--- config.mk ---
export PLATFORM = sky130hd
export DESIGN_NAME = hds_cell
export DESIGN_NICKNAME = d
export VERILOG_FILES = /design/src/hdl/hds_pkg.sv /design/src/hdl/hds_cell.sv
export SDC_FILE = /design/constraint.sdc
export NUM_CORES = 1
export LEC_CHECK = 0
export ABC_AREA = 1
export BUFFER_PORTS_ARGS = -buffer_cell sky130_fd_sc_hd__buf_2
export CORE_UTILIZATION = 55
export DETAILED_ROUTE_END_ITERATION = 8
export PLACE_DENSITY = 0.74
export SYNTH_ARGS = -nofsm -noshare
export SYNTH_HDL_FRONTEND = slang
export SYNTH_SLANG_ARGS = --single-unit
--- constraint.sdc ---
create_clock -name clk -period 17.6 [get_ports clk]
set_clock_uncertainty 0.2 [all_clocks]
set_input_delay 0.88 -clock clk [delete_from_list [all_inputs] [get_ports clk]]
set_output_delay 0.88 -clock clk [all_outputs]
set_load 0.01 [all_outputs]
--- src/hdl/hds_pkg.sv ---
package hds_pkg;

  // data word and fixed-point layout
  localparam int WORD_W = 32;
  localparam int FRAC_W = 16;
  localparam int STEP_W = 16;
  localparam int NCFG_W = 6;
  localparam int IDX_W  = 6;
  localparam int CFG_ADDR_W = 8;

  // diffusion gain 0.3 as a Q0.16 numerator
  localparam int GAIN_NUM = 19661;

  // internal arithmetic widths: laplacian, product, update sum
  localparam int LAP_W  = WORD_W + 3;
  localparam int PROD_W = LAP_W + 16;
  localparam int SUM_W  = WORD_W + 4;

  // configuration register indexes
  localparam logic [CFG_ADDR_W-1:0] REG_INTERIOR_CELLS = 8'd0;
  localparam logic [CFG_ADDR_W-1:0] REG_START_TEMP     = 8'd1;
  localparam logic [CFG_ADDR_W-1:0] REG_LEFT_TEMP      = 8'd2;
  localparam logic [CFG_ADDR_W-1:0] REG_RIGHT_TEMP     = 8'd3;

  localparam logic [NCFG_W-1:0] INTERIOR_CELLS_RST = 6'd62;

  // control broadcast from the sequencer to every cell
  typedef struct packed {
    logic load;   // take the initial rod value
    logic mul;    // register laplacian times gain
    logic upd;    // add the scaled laplacian and saturate
    logic shift;  // move one word toward cell 0
  } hds_ctrl_t;

endpackage

--- src/hdl/hds_cell.sv ---
module hds_cell (
  input  logic                             clk,
  input  hds_pkg::hds_ctrl_t               ctrl,
  input  logic                             interior,
  input  logic signed [hds_pkg::WORD_W-1:0] load_value,
  input  logic signed [hds_pkg::WORD_W-1:0] left_value,
  input  logic signed [hds_pkg::WORD_W-1:0] right_value,
  output logic signed [hds_pkg::WORD_W-1:0] value
);
  import hds_pkg::*;

  localparam logic signed [PROD_W-1:0] GAIN = PROD_W'(GAIN_NUM);
  localparam logic signed [SUM_W-1:0] SAT_HI = SUM_W'(64'sd2147483647);
  localparam logic signed [SUM_W-1:0] SAT_LO = SUM_W'(-64'sd2147483648);

  logic signed [LAP_W-1:0]          lap;
  logic signed [PROD_W-1:0]         prod;
  logic signed [PROD_W-1:0]         prod_next;
  logic signed [PROD_W-FRAC_W-1:0]  delta;
  logic signed [SUM_W-1:0]          sum;
  logic signed [WORD_W-1:0]         value_next;

  // three-point laplacian and gain product
  always_comb begin
    lap = LAP_W'(left_value) - (LAP_W'(value) <<< 1) + LAP_W'(right_value);
    prod_next = PROD_W'(lap) * GAIN;
  end

  // floor shift, add, saturate
  always_comb begin
    delta = $signed(prod[PROD_W-1:FRAC_W]);
    sum = SUM_W'(value) + SUM_W'(delta);
    if (sum > SAT_HI) begin
      value_next = SAT_HI[WORD_W-1:0];
    end else if (sum < SAT_LO) begin
      value_next = SAT_LO[WORD_W-1:0];
    end else begin
      value_next = sum[WORD_W-1:0];
    end
  end

  // cell storage
  always_ff @(posedge clk) begin
    if (ctrl.mul) begin
      prod <= prod_next;
    end
    if (ctrl.load) begin
      value <= load_value;
    end else if (ctrl.shift) begin
      value <= right_value;
    end else if (ctrl.upd && interior) begin
      value <= value_next;
    end
  end

endmodule

-- Word level (Yosys, flattened, before mapping)
Index checks and enable logic that the tools add are counted.
- register bits: 83
- output and inout bits: 32
- word-level logic and storage cells: 15
- reductions and logical operators: 2
- $lt $le $gt $ge: 2
- add/sub/neg operators: 3
- muxes and demuxes: 5
- multiply operators: 1
- operator list (kind ; count):
    $mux W32 ; 5
    $mul A35 B16 Y51 const B ; 1
    $add A32 B35 Y36 ; 1
    $gt A36 B32 Y1 const B ; 1
    $lt A36 B32 Y1 const B ; 1
    $add A34 B32 Y35 ; 1
    $sub A32 B33 Y34 ; 1
    $reduce_bool A3 Y1 ; 1
    $logic_and A1 B1 Y1 ; 1

-- Logic depth before layout (Yosys ltp)
Gate-level depths: netlist (run 1).
- depth in word-level cells: 7
- depth in mapped cells: 45

-- Least setup slack after synthesis (run 1)
Ideal clock, no wire load.
- kind: input -> register
- start: input port left_value[3] (netlist name)
- end: register prod[47], data pin
- path slack: 9.504 ns
- cell stages on the path: 34
- data arrival time: 7.631 ns
- library setup time: 0.265 ns
- cells stage by stage: inv_1 fa_1 inv_1 ha_1 a21oi_1 nand2_1 a21oi_1 o21ai_0 nand2_1 nand2_1 a21boi_0 o21ai_0 nand2_1 nand2_1 xor2_1 ha_1 ha_1 inv_1 fa_1 inv_1 fa_1 fa_1 inv_1 fa_1 inv_1 ha_1 a21oi_1 inv_1 a21oi_1 o21ai_0 or2_2 a21oi_1 o21ai_0 xor2_1
- word-level cells in the longest chain between the ends: 3
- RTL lines (element ; line ; text):
    from (decl) ; hds_cell.sv:6 ; input logic signed [hds_pkg::WORD_W-1:0] left_value,
    $sub A32 B33 Y34 ; hds_cell.sv:25 ; lap = LAP_W'(left_value) - (LAP_W'(value) <<< 1) + LAP_W'(right_value);
    $add A34 B32 Y35 ; hds_cell.sv:25 ;
    $mul A35 B16 Y51 ; hds_cell.sv:26 ; prod_next = PROD_W'(lap) * GAIN;
    via prod_next[47] ; hds_cell.sv:18 ; logic signed [PROD_W-1:0] prod_next;
    to (signal assigned) ; hds_cell.sv:45 ; prod <= prod_next;
    to (decl) ; hds_cell.sv:17 ; logic signed [PROD_W-1:0] prod;
The timed path passes the listed nets, and every way through them passes these cells.
A chain may end at the register's enable or synchronous reset.

-- Worst setup path in the final report (run 1)
- start: input port right_value[7] (netlist name)
- end: register prod[39], data pin
- word-level cells in the longest chain between the ends: 2
- RTL lines (element ; line ; text):
    from (decl) ; hds_cell.sv:7 ; input logic signed [hds_pkg::WORD_W-1:0] right_value,
    $add A34 B32 Y35 ; hds_cell.sv:25 ;
    $mul A35 B16 Y51 ; hds_cell.sv:26 ;
    via prod_next[39] ; hds_cell.sv:18 ;
The timed path passes the listed nets, and every way through them passes these cells.

==> results by group, run 1 <==
Synthesis
  – FFs w/ async S/R, synth: 0
  – Area fraction in compound gates after synthesis: 0.1052
  – Number of synthesized flops with an enable pin: between 60 and 70
  – Distinct cell type count of the synthesized netlist: 45
  – Synthesized area: 0.01797 mm2
  – Adder-Cell Fraction of Synth Area: 0.4319
  – Area contributors post-synth: fa_1 (25%), ha_1 (18%), inv_1 (13%), edfxtp_1 (11%), nand2_1 (8.9%)
  – Syn Nets: approximately 2900
  – Post-Synth Simple-Gate Area: 0.1647
  – Post-synthesis mux area share: 0
  – Synth top area share: 0.2529
  – Post-synth top area cell: fa_1
  – Post-synthesis average cell area: 7.678 um2
  – Xor/xnor share of the synthesized area: 0.04868
  – Synth warn: 0
  – Sequential share of the synthesized area: 0.1120
  – Main combinational cell family by area after synthesis: adder cells
  – Gate Count Post-Synth: between 2000 and 2500
  – Synth Register Bits: between 60 and 70
  – Synth Flop Type: edfxtp_1

Global route
  – Total grt overflow: 0
  – GRT Util Overall: 0.3165
  – Antenna violations before repair: 0
  – Vias in the first global route: between 15000 and 20000
  – Pin count of the biggest net entering global routing: 65
  – First-pass GRT wire length: a little over 80 mm

STA
  – RSZ-0062 raised after global routing: no
  – Setup_tns: 0 ns
  – Peak Freq: just over 0.1 GHz
  – Worst slew pin tran: between 0.9 and 1 ns
  – Post-route minimum period: 9.625 ns
  – Final hold violations: 0
  – Tcrit/Tclk final: 0.5469
  – Slew Viols, Final: 0
  – Setup Viol. Count Final: 0
  – Slew HR: 0.3490
  – Final setup margin: about 8 ns

Floorplan
  – I/O pin count: approximately 130
  – Initial Util: 0.5635
  – Row count: 65
  – Die Width: about 180 um
  – Die Area: between 0.03 and 0.04 mm2
  – Die H: about 180 um
  – Core footprint: roughly 0.032 mm2

Worst setup path
  – CP endpoint kind: flop
  – RR Endpoint: prod[39]$_DFFE_PP_
  – Worst path slowest cell: xnor2_1
  – R2R Setup Slk: 8.09 ns
  – Worst R2R Path Depth: 30
  – Crit path DAT: 9.50 ns
  – Crit Path Max Fanout: 6
  – Crit-path max cell delay: 0.76 ns
  – Setup Crit Path Kind: in2reg
  – Worst r2r src: value[7]$_DFFE_PP_
  – Setup crit start kind: primary input
  – CP Data Required Time: between 15 and 20 ns

Finish
  – Highest-count cells in the layout ignoring fill and taps: inv_1 (625), nand2_1 (428), ha_1 (257)
  – # fillers: slightly below 3000
  – Diode count: 0
  – Most common cell after layout, fill and taps aside: inv_1
  – Nets: between 3000 and 4000
  – Layout overhead on the synthesized area: 7.765%
  – Layout cell share with drive strength beyond 1: 0.07845

Worst hold path
  – Hold Path Origin: prod[16]$_DFFE_PP_
  – Hold WC Path Type: reg2reg
  – Hold path cells: 3
  – Worst hold endpoint: value[0]$_DFFE_PP_

Drt
  – Drt wl/cell: roughly 18 um
  – Vias: approximately 16000
  – Detailed Route WL: around 51 mm
  – Vias per cell: between 5 and 6
  – Final ANT Viol Nets: 0
  – DR iter-0 viols: 945
  – 1st-pass router iterations: 5
  – Number of remaining DRC errors: 0

Placed design
  – Port Buffer Count: roughly 130
  – Final RePlAce weighted congestion: about 1
  – Dpl hpwl: between 40 and 50 mm
  – Dpl ws: slightly below 8 ns

Clock network
  – Num CTS Buffers: 9
  – CTS hold repair buffers: 0
  – Postcts setup bufs: 0
  – Clock slew at reported path FFs: roughly 0.060 ns
  – Clk_lat worst skew: between 0.3 and 0.4 ns
  – Clk sinks: 67
  – H-tree depth: 3
  – CTS tree: built
  – Root Buffer: clkbuf_16
  – Post-CTS sizing: 0
  – Clock tree buffer depth: 2

Status
  – Status: completed

Flow run
  – Max Cap Violations: 0
-- critical path: cells and delay by family --
kind / cells / cell delay [ns]
xor+xnor: 3 / 1.15
simple gates: 5 / 0.81
buf+inv: 6 / 0.39
fa+ha+maj: 9 / 3.87
compound gates: 9 / 2.38
-- final cells by class --
cell class              count  area, um2  area share
clock buffers              11      232.7     0.01202
well taps                 435      544.3     0.02811
flip-flops and latches     67       2012      0.1039
clock inverters             4      42.54    0.002197
inverters                 628       2357      0.1218
repair buffers            136      688.2     0.03554
multi-input cells        1627      13480      0.6965
-- kinds of logic after synthesis --
kind of cell               count (synthesis)
and+or+nand+nor                          709
AOI/OAI and AO/OA                        335
buffers and inverters                    646
xor gates and xnor gates                  99
DFF                                       67
adders and majority gates                484
-- flip-flops by register name, summed over array words and instances (netlist names) --
name	flops
prod	35
value	32
-- Yosys cell counts, types with 8 or more instances --
| cell | count |
|---|---|
| xnor2_1 | 27 |
| fa_1 | 227 |
| nand4_1 | 9 |
| o21ai_0 | 65 |
| a21oi_1 | 177 |
| nor2_1 | 154 |
| a21o_1 | 16 |
| inv_1 | 625 |
| nand2_2 | 19 |
| o21bai_1 | 8 |
| ha_1 | 257 |
| nor3_1 | 17 |
| nand3_1 | 45 |
| a31oi_1 | 29 |
| xor2_1 | 71 |
| edfxtp_1 | 67 |
| nand2_1 | 428 |
-- layer usage --
layer,share of wire,GRT usage,up-vias
met3,0.058,0.02800,81
met4,0.026,0.09277,0
met1,0.44,0.4283,7426
li1,-,-,7507
met2,0.47,0.5405,557
met5,0,0,-
-- worst max path at each step --
stage / cells past startpoint / endpoint / startpoint / slack (ns)
final: 32 / prod[39]$_DFFE_PP_ / right_value[7] / 7.97
after global routing: 34 / prod[43]$_DFFE_PP_ / right_value[7] / 7.53
after CTS: 32 / prod[47]$_DFFE_PP_ / left_value[7] / 8.08
after detailed placement: 32 / prod[47]$_DFFE_PP_ / left_value[7] / 7.71
after global placement: 34 / prod[43]$_DFFE_PP_ / right_value[7] / 7.77
after floorplan: 34 / prod[47]$_DFFE_PP_ / left_value[3] / 9.50
-- metrics by stage --
| step | area, um2 | util | cells | hold WS (ns) |
|---|---|---|---|---|
| 2_1_floorplan | 17970 | - | 2340 | 0.4490 |
| 3_3_place_gp | 19090 | 0.5987 | 2893 | 0.5147 |
| 3_5_place_dp | 19090 | 0.5987 | 2893 | 0.5383 |
| 4_1_cts | 19360 | 0.6073 | 2908 | 0.5526 |
| 5_1_grt | 19360 | 0.6073 | 2908 | 0.5782 |
| 6_report | 19360 | 0.6073 | 2908 | 0.5637 |
Power of run 1 is left out: the tool's default activity adds up to more than one toggle a clock period on the data nets, which glitch-free logic cannot reach.
==> run 2: changes to the inputs <==
--- a/config.mk
+++ b/config.mk
@@ -5,7 +5,7 @@
 export SDC_FILE = /design/constraint.sdc
 export NUM_CORES = 1
 export LEC_CHECK = 0
-export ABC_AREA = 1
+export ABC_AREA = 0
 export BUFFER_PORTS_ARGS = -buffer_cell sky130_fd_sc_hd__buf_2
 export CORE_UTILIZATION = 55
 export DETAILED_ROUTE_END_ITERATION = 8
==> constraint.sdc (replaced) <==
create_clock -name clk -period 9.7 [get_ports clk]
set_clock_uncertainty 0.2 [all_clocks]
set_input_delay 0.485 -clock clk [delete_from_list [all_inputs] [get_ports clk]]
set_output_delay 0.485 -clock clk [all_outputs]
set_load 0.01 [all_outputs]
==> results by group, run 2 <==
Status
  – Status: completed

Finish
  – Layout overhead on the synthesized area: 9.800%
  – Final Util: 0.6135 (+0.006175)
  – # fillers: 2580 (-12%)
  – Layout cell share with drive strength beyond 1: 0.1158 (+0.03733)
  – Nets: 2533 (-17%)
  – Most common cell after layout, fill and taps aside: inv_1
  – Largest register FFs: 35 (unchanged)
  – Largest registers: prod: 35 flops, value: 32 flops
  – Seq. cell area: 0.002012 mm2 (unchanged)
  – Multi-input gate area: 0.01268 mm2 (-5.9%)
  – Highest-count cells in the layout ignoring fill and taps: inv_1 (475), ha_1 (256), fa_1 (227)
  – Largest Register: prod

STA
  – Peak Freq: roughly 0.11 GHz
  – Tcrit/Tclk final: 0.9563
  – Post-route minimum period: between 9 and 10 ns
  – Worst slew pin tran: 1.162 ns (+0.1886 ns)
  – Setup Viol. Count Final: 0 (unchanged)
  – Setup_tns: 0 ns (unchanged)
  – Slew Viols, Final: 0 (unchanged)
  – Slew HR: 0.2229 (-0.1260)
  – Final hold violations: 0 (unchanged)

Floorplan
  – Die H: 175.5 um (-4.0%)
  – Row count: 63 (-3.1%)
  – Initial Util: 0.5587 (-0.004818)
  – Die Area: 0.03081 mm2 (-7.7%)
  – Die Width: 175.5 um (-4.0%)
  – Core footprint: 0.02964 mm2 (-7.0%)
  – I/O pin count: 134 (unchanged)

Synthesis
  – Post-synth top area cell: fa_1
  – Synth warn: 0 (unchanged)
  – Synth top area share: 0.2744 (+0.02148)
  – Sequential share of the synthesized area: 0.1215 (+0.009511)
  – Post-synthesis average cell area: 9.119 um2 (+19%)
  – Gate Count Post-Synth: 1816 (-22%)
  – Synth Register Bits: 67 (unchanged)
  – Number of synthesized flops with an enable pin: 67 (unchanged)
  – Syn Nets: 2402 (-18%)
  – Distinct cell type count of the synthesized netlist: 77 (+71%)
  – Most numerous cell in the Yosys netlist: inv_1
  – Synthesized area: 0.01656 mm2 (-7.8%)
  – Commonest cells in the netlist: inv_1 (475), ha_1 (257), fa_1 (227), a21oi_1 (142), nand2_1 (81)
  – Synth Flop Type: edfxtp_1
  – Area contributors post-synth: fa_1 (27%), ha_1 (19%), edfxtp_1 (12%), inv_1 (11%), a21oi_1 (4.3%)
  – FFs w/ async S/R, synth: 0 (unchanged)

Global route
  – Total grt overflow: 0 (unchanged)
  – Met1 Resource Use GR: 0.3540 (-0.07421)
  – Antenna violations before repair: 2 (+2)
  – GRT Util Overall: 0.2844 (-0.03207)
  – GRT busiest layer: met2
  – Global Route met3 Usage: 0.03203 (+0.004036)
  – First-pass GRT wire length: 68.39 mm (-16%)
  – M2 GR Usage: 0.5131 (-0.02740)
  – Vias in the first global route: 13520 (-16%)
  – Pin count of the biggest net entering global routing: 67 (+3.1%)

Drt
  – Final ANT Viol Nets: 0 (unchanged)
  – Number of remaining DRC errors: 0 (unchanged)
  – DR iter-0 viols: 790 (-16%)
  – 1st-pass router iterations: 5 (unchanged)
  – Vias: 12930 (-17%)
  – Drt wl/cell: 18.01 um (+2.4%)
  – Detailed Route WL: 42.21 mm (-17%)
  – Vias per cell: 5.516 (+3.0%)

Flow run
  – Max Cap Violations: 0 (unchanged)

Worst hold path
  – Hold Path Origin: load_value[30]
  – Worst hold endpoint: value[30]$_DFFE_PP_
  – Hold path cells: 3 (unchanged)
  – Hold WC Path Type: in2reg

Clock network
  – Clock slew at reported path FFs: 0.07 ns (about the same)
  – CTS tree: built
  – Clock tree buffer depth: 2 (unchanged)
  – Clk_lat worst skew: 0.34 ns (about the same)
  – Num CTS Buffers: 9 (unchanged)
  – Clk sinks: 67 (unchanged)
  – Root Buffer: clkbuf_16
  – H-tree depth: 3 (unchanged)

Placed design
  – Dpl hpwl: 36.38 mm (-19%)
  – Port Buffer Count: 133 (unchanged)
  – Final RePlAce weighted congestion: 0.9515 (-4.8%)

Worst setup path
  – Crit Path Max Fanout: 6 (unchanged)
  – CP endpoint kind: flop
  – CP Data Required Time: 9.58 ns (-7.90 ns)
  – Crit path DAT: 9.16 ns (-0.34 ns)
  – Setup crit start kind: flop
  – Worst path slowest cell: fa_1
  – RR Endpoint: prod[50]$_DFFE_PP_
  – Setup Crit Path Kind: reg2reg
  – Crit-path max cell delay: 0.57 ns (-0.19 ns)
  – R2R Setup Slk: 0.42 ns (-7.67 ns)
  – Worst R2R Path Depth: 33 (+10%)
  – Worst r2r src: value[1]$_DFFE_PP_
[run 2: changes by cell type after synthesis, moves of 24 or more]
cell,delta
a21o_1,+38
xnor2_1,+34
inv_1,-150
xor2_1,-24
nor2_1,-89
nand2_1,-347
a21oi_1,-35
nand3_1,-29
[run 2: worst max path at each step]
| stage | from | end | slack (ns) | depth (start not counted) |
|---|---|---|---|---|
| 2_1_floorplan | left_value[5] | prod[50]$_DFFE_PP_ | 0.83 | 34 |
| 3_3_place_gp | left_value[3] | prod[50]$_DFFE_PP_ | 0.19 | 36 |
| 3_5_place_dp | left_value[3] | prod[45]$_DFFE_PP_ | -0.04 | 36 |
| 4_1_cts | value[3]$_DFFE_PP_ | prod[45]$_DFFE_PP_ | 0.06 | 34 |
| 5_1_grt | value[3]$_DFFE_PP_ | prod[50]$_DFFE_PP_ | -0.001 | 34 |
| 6_report | value[1]$_DFFE_PP_ | prod[50]$_DFFE_PP_ | 0.42 | 33 |
[run 2: critical path, delay by kind of cell (launching register included)]
family	cells	cell delay [ns]
compound gates	15	3.40
simple gates	2	0.18
buf+inv	5	0.30
xor+xnor	2	0.46
fa+ha+maj	9	4.02
flops	1	0.50
[run 2: cells by family (layout without fill, tap and decap cells)]
kind of cell,Yosys count,count (layout),synth area share
DFF,67,67,0.1215
muxes,2,2,0.001209
xor gates and xnor gates,108,108,0.05712
and+or+nand+nor,253,253,0.07374
adders and majority gates,484,484,0.4686
AOI/OAI and AO/OA,390,390,0.1601
buffers and inverters,512,648,0.1177
other,0,1,0
[run 2: cell type report]
cell class / instances / area share
timing repair buffer: 157 / 0.04652
tap: 390 / 0.02684
multi-input combinational: 1237 / 0.6976
antenna: 1 / 0.0001376
inverter: 475 / 0.09806
clock inverter: 6 / 0.007570
clock buffer: 10 / 0.01259
sequential: 67 / 0.1107
[run 2: through the flow]
stage	std cells	hold slack, ns	area (um2)	setup slack [ns]
after detailed placement	2323	0.5486	17700	-0.03523
after global routing	2342	0.2447	18180	-0.001075
final	2343	0.2256	18180	0.4241
after global placement	2323	0.5148	17700	0.1903
after floorplan	1816	0.3975	16560	0.8264
after CTS	2339	0.2128	18070	0.06248
[run 2: repair_timing]
action                     4_1_cts  5_1_grt
hold buffers                     0        0
setup endpoints to repair        0       15
setup buffers                    0        3
gates resized for setup          0       15
[run 2: routing by layer]
metal / vias up / share of wire
met4: 2 / 0.032
met3: 90 / 0.045
met5: - / 0.00031
met2: 395 / 0.51
li1: 6196 / -
met1: 6242 / 0.42
Power of run 2 is left out for the same reason.
==> run 3: changes to the inputs <==
--- a/config.mk
+++ b/config.mk
@@ -10,6 +10,7 @@
 export CORE_UTILIZATION = 55
 export DETAILED_ROUTE_END_ITERATION = 8
 export PLACE_DENSITY = 0.74
+export REMOVE_ABC_BUFFERS = 1
 export SYNTH_ARGS = -nofsm -noshare
 export SYNTH_HDL_FRONTEND = slang
 export SYNTH_SLANG_ARGS = --single-unit
==> results by group, run 3 (synthesis results as in run 2) <==
Status
  – Status: completed

Finish
  – Final Util: 0.6106 (-0.002870)
  – # fillers: 2580 (unchanged)
  – Largest register FFs: 35 (unchanged)
  – Layout overhead on the synthesized area: 9.286%
  – Largest Register: prod
  – Most common cell after layout, fill and taps aside: inv_1
  – Highest-count cells in the layout ignoring fill and taps: inv_1 (475), ha_1 (257), fa_1 (227)
  – Layout cell share with drive strength beyond 1: 0.1142 (-0.001595)
  – Largest registers: prod: 35 flops, value: 32 flops
  – Nets: 2534 (+0.039%)

Floorplan
  – Row count: 63 (unchanged)
  – I/O pin count: 134 (unchanged)
  – Initial Util: 0.5587 (unchanged)
  – Die H: 175.5 um (unchanged)
  – Die Width: 175.5 um (unchanged)
  – Die Area: 0.03081 mm2 (unchanged)
  – Core footprint: 0.02964 mm2 (unchanged)

STA
  – Final hold violations: 0 (unchanged)
  – Final setup margin: 0.4323 ns (+0.008209 ns)
  – Setup Viol. Count Final: 0 (unchanged)
  – RSZ-0062 raised after global routing: no
  – Tcrit/Tclk final: 0.9554 (about the same)
  – Worst slew pin tran: 1.042 ns (-0.1195 ns)
  – Slew Viols, Final: 0 (unchanged)
  – Post-route minimum period: 9.268 ns (-0.008209 ns)
  – WHS: 0.2150 ns (-0.01052 ns)
  – Peak Freq: 0.1079 GHz (about the same)
  – Slew HR: 0.3029 (+0.07993)
  – Setup_tns: 0 ns (unchanged)

Clock network
  – CTS hold repair buffers: 0 (unchanged)
  – H-tree depth: 3 (unchanged)
  – Clock tree buffer depth: 2 (unchanged)
  – Clk_lat worst skew: 0.35 ns (about the same)
  – Clk sinks: 67 (unchanged)
  – CTS tree: built
  – Clock slew at reported path FFs: 0.07 ns (about the same)
  – Num CTS Buffers: 9 (unchanged)
  – Root Buffer: clkbuf_16

Worst setup path
  – R2R Setup Slk: 0.43 ns (about the same)
  – Crit path buffers/inverters: 6 (+1)
  – Setup crit start kind: flop
  – Worst R2R Path Depth: 32 (-3.0%)
  – CP endpoint kind: flop
  – Setup Crit Path Kind: reg2reg
  – Cell family with most CP delay: adder cells
  – Stages on worst setup path: 32 (-3.0%)
  – Worst path slowest cell: or4b_2
  – Crit Path Max Fanout: 5 (-1)
  – CP Data Required Time: 9.59 ns (about the same)
  – Crit-path max cell delay: 0.65 ns (+0.08 ns)
  – Crit path DAT: 9.16 ns (about the same)

Placed design
  – Dpl hpwl: 36.43 mm (+0.15%)
  – Dpl ws: 0.1759 ns (+0.2111 ns)
  – Port Buffer Count: 133 (unchanged)
  – Final RePlAce weighted congestion: 0.9467 (-0.50%)

Global route
  – GRT Util Overall: 0.2873 (+0.002889)
  – Antenna violations before repair: 1 (-1)
  – First-pass GRT wire length: 69.32 mm (+1.4%)
  – Vias in the first global route: 13720 (+1.5%)
  – Pin count of the biggest net entering global routing: 66 (-1.5%)
  – Total grt overflow: 0 (unchanged)

Drt
  – Final ANT Viol Nets: 0 (unchanged)
  – DR iter-0 viols: 817 (+3.4%)
  – Vias: 13000 (+0.60%)
  – 1st-pass router iterations: 7 (+2)
  – Detailed Route WL: 41.77 mm (-1.0%)
  – Number of remaining DRC errors: 0 (unchanged)
  – Vias per cell: 5.547 (+0.55%)
  – Drt wl/cell: 17.82 um (-1.1%)

Worst hold path
  – Hold path cells: 3 (unchanged)
  – Hold WC Path Type: in2reg

Flow run
  – Max Cap Violations: 0 (unchanged)
run 3: changes by cell type in the layout (fill, tap and decap cells not counted), moves of 2 or more:
cell	change
a21oi_1	+2
a21oi_2	-2
bufinv_16	-3
clkinv_1	+2
clkinvlp_4	+3
run 3: timing repair:
| action | CTS | global route |
|---|---|---|
| buffers inserted | 0 | 1 |
| setup endpoints to repair | 0 | 11 |
| gates resized for setup | 0 | 11 |
run 3: path summary, 6_finish.rpt:
check / startpoint / end
worst max register to register: value[1]$_DFFE_PP_ / prod[50]$_DFFE_PP_
worst min-delay path: load_value[30] / value[30]$_DFFE_PP_
worst max-delay path: value[1]$_DFFE_PP_ / prod[50]$_DFFE_PP_
worst min register to register: prod[16]$_DFFE_PP_ / value[0]$_DFFE_PP_
run 3: worst reg2reg max path: cells and delay by family (launching register included):
family / cells / cell delay (ns)
compound gates: 15 / 3.22
xor+xnor: 1 / 0.17
fa+ha+maj: 9 / 3.84
buf+inv: 6 / 0.46
flops: 1 / 0.50
simple gates: 1 / 0.65
run 3: cell type report:
cell class	count	area (um2)	area share
diodes	1	2.502	0.0001383
clock inverters	7	68.82	0.003803
well taps	390	488.0	0.02696
clock buffers	9	225.2	0.01244
flip-flops and latches	67	2012	0.1112
multi-input cells	1237	12660	0.6998
repair buffers	158	853.3	0.04715
inverters	475	1783	0.09852
run 3: routing by layer:
metal,part of all wire,up-vias,global-route usage
met4,0.039,0,0.1101
li1,-,6208,-
met1,0.41,6303,0.3587
met5,0,-,0
met2,0.50,394,0.5104
met3,0.044,97,0.02987
run 3: per-stage QoR:
stage	cell area [um2]	std cells
2_1_floorplan	16390	1779
3_3_place_gp	17730	2326
3_5_place_dp	17730	2326
4_1_cts	18020	2342
5_1_grt	18090	2343
6_report	18100	2344
Power of run 3 is left out for the same reason.
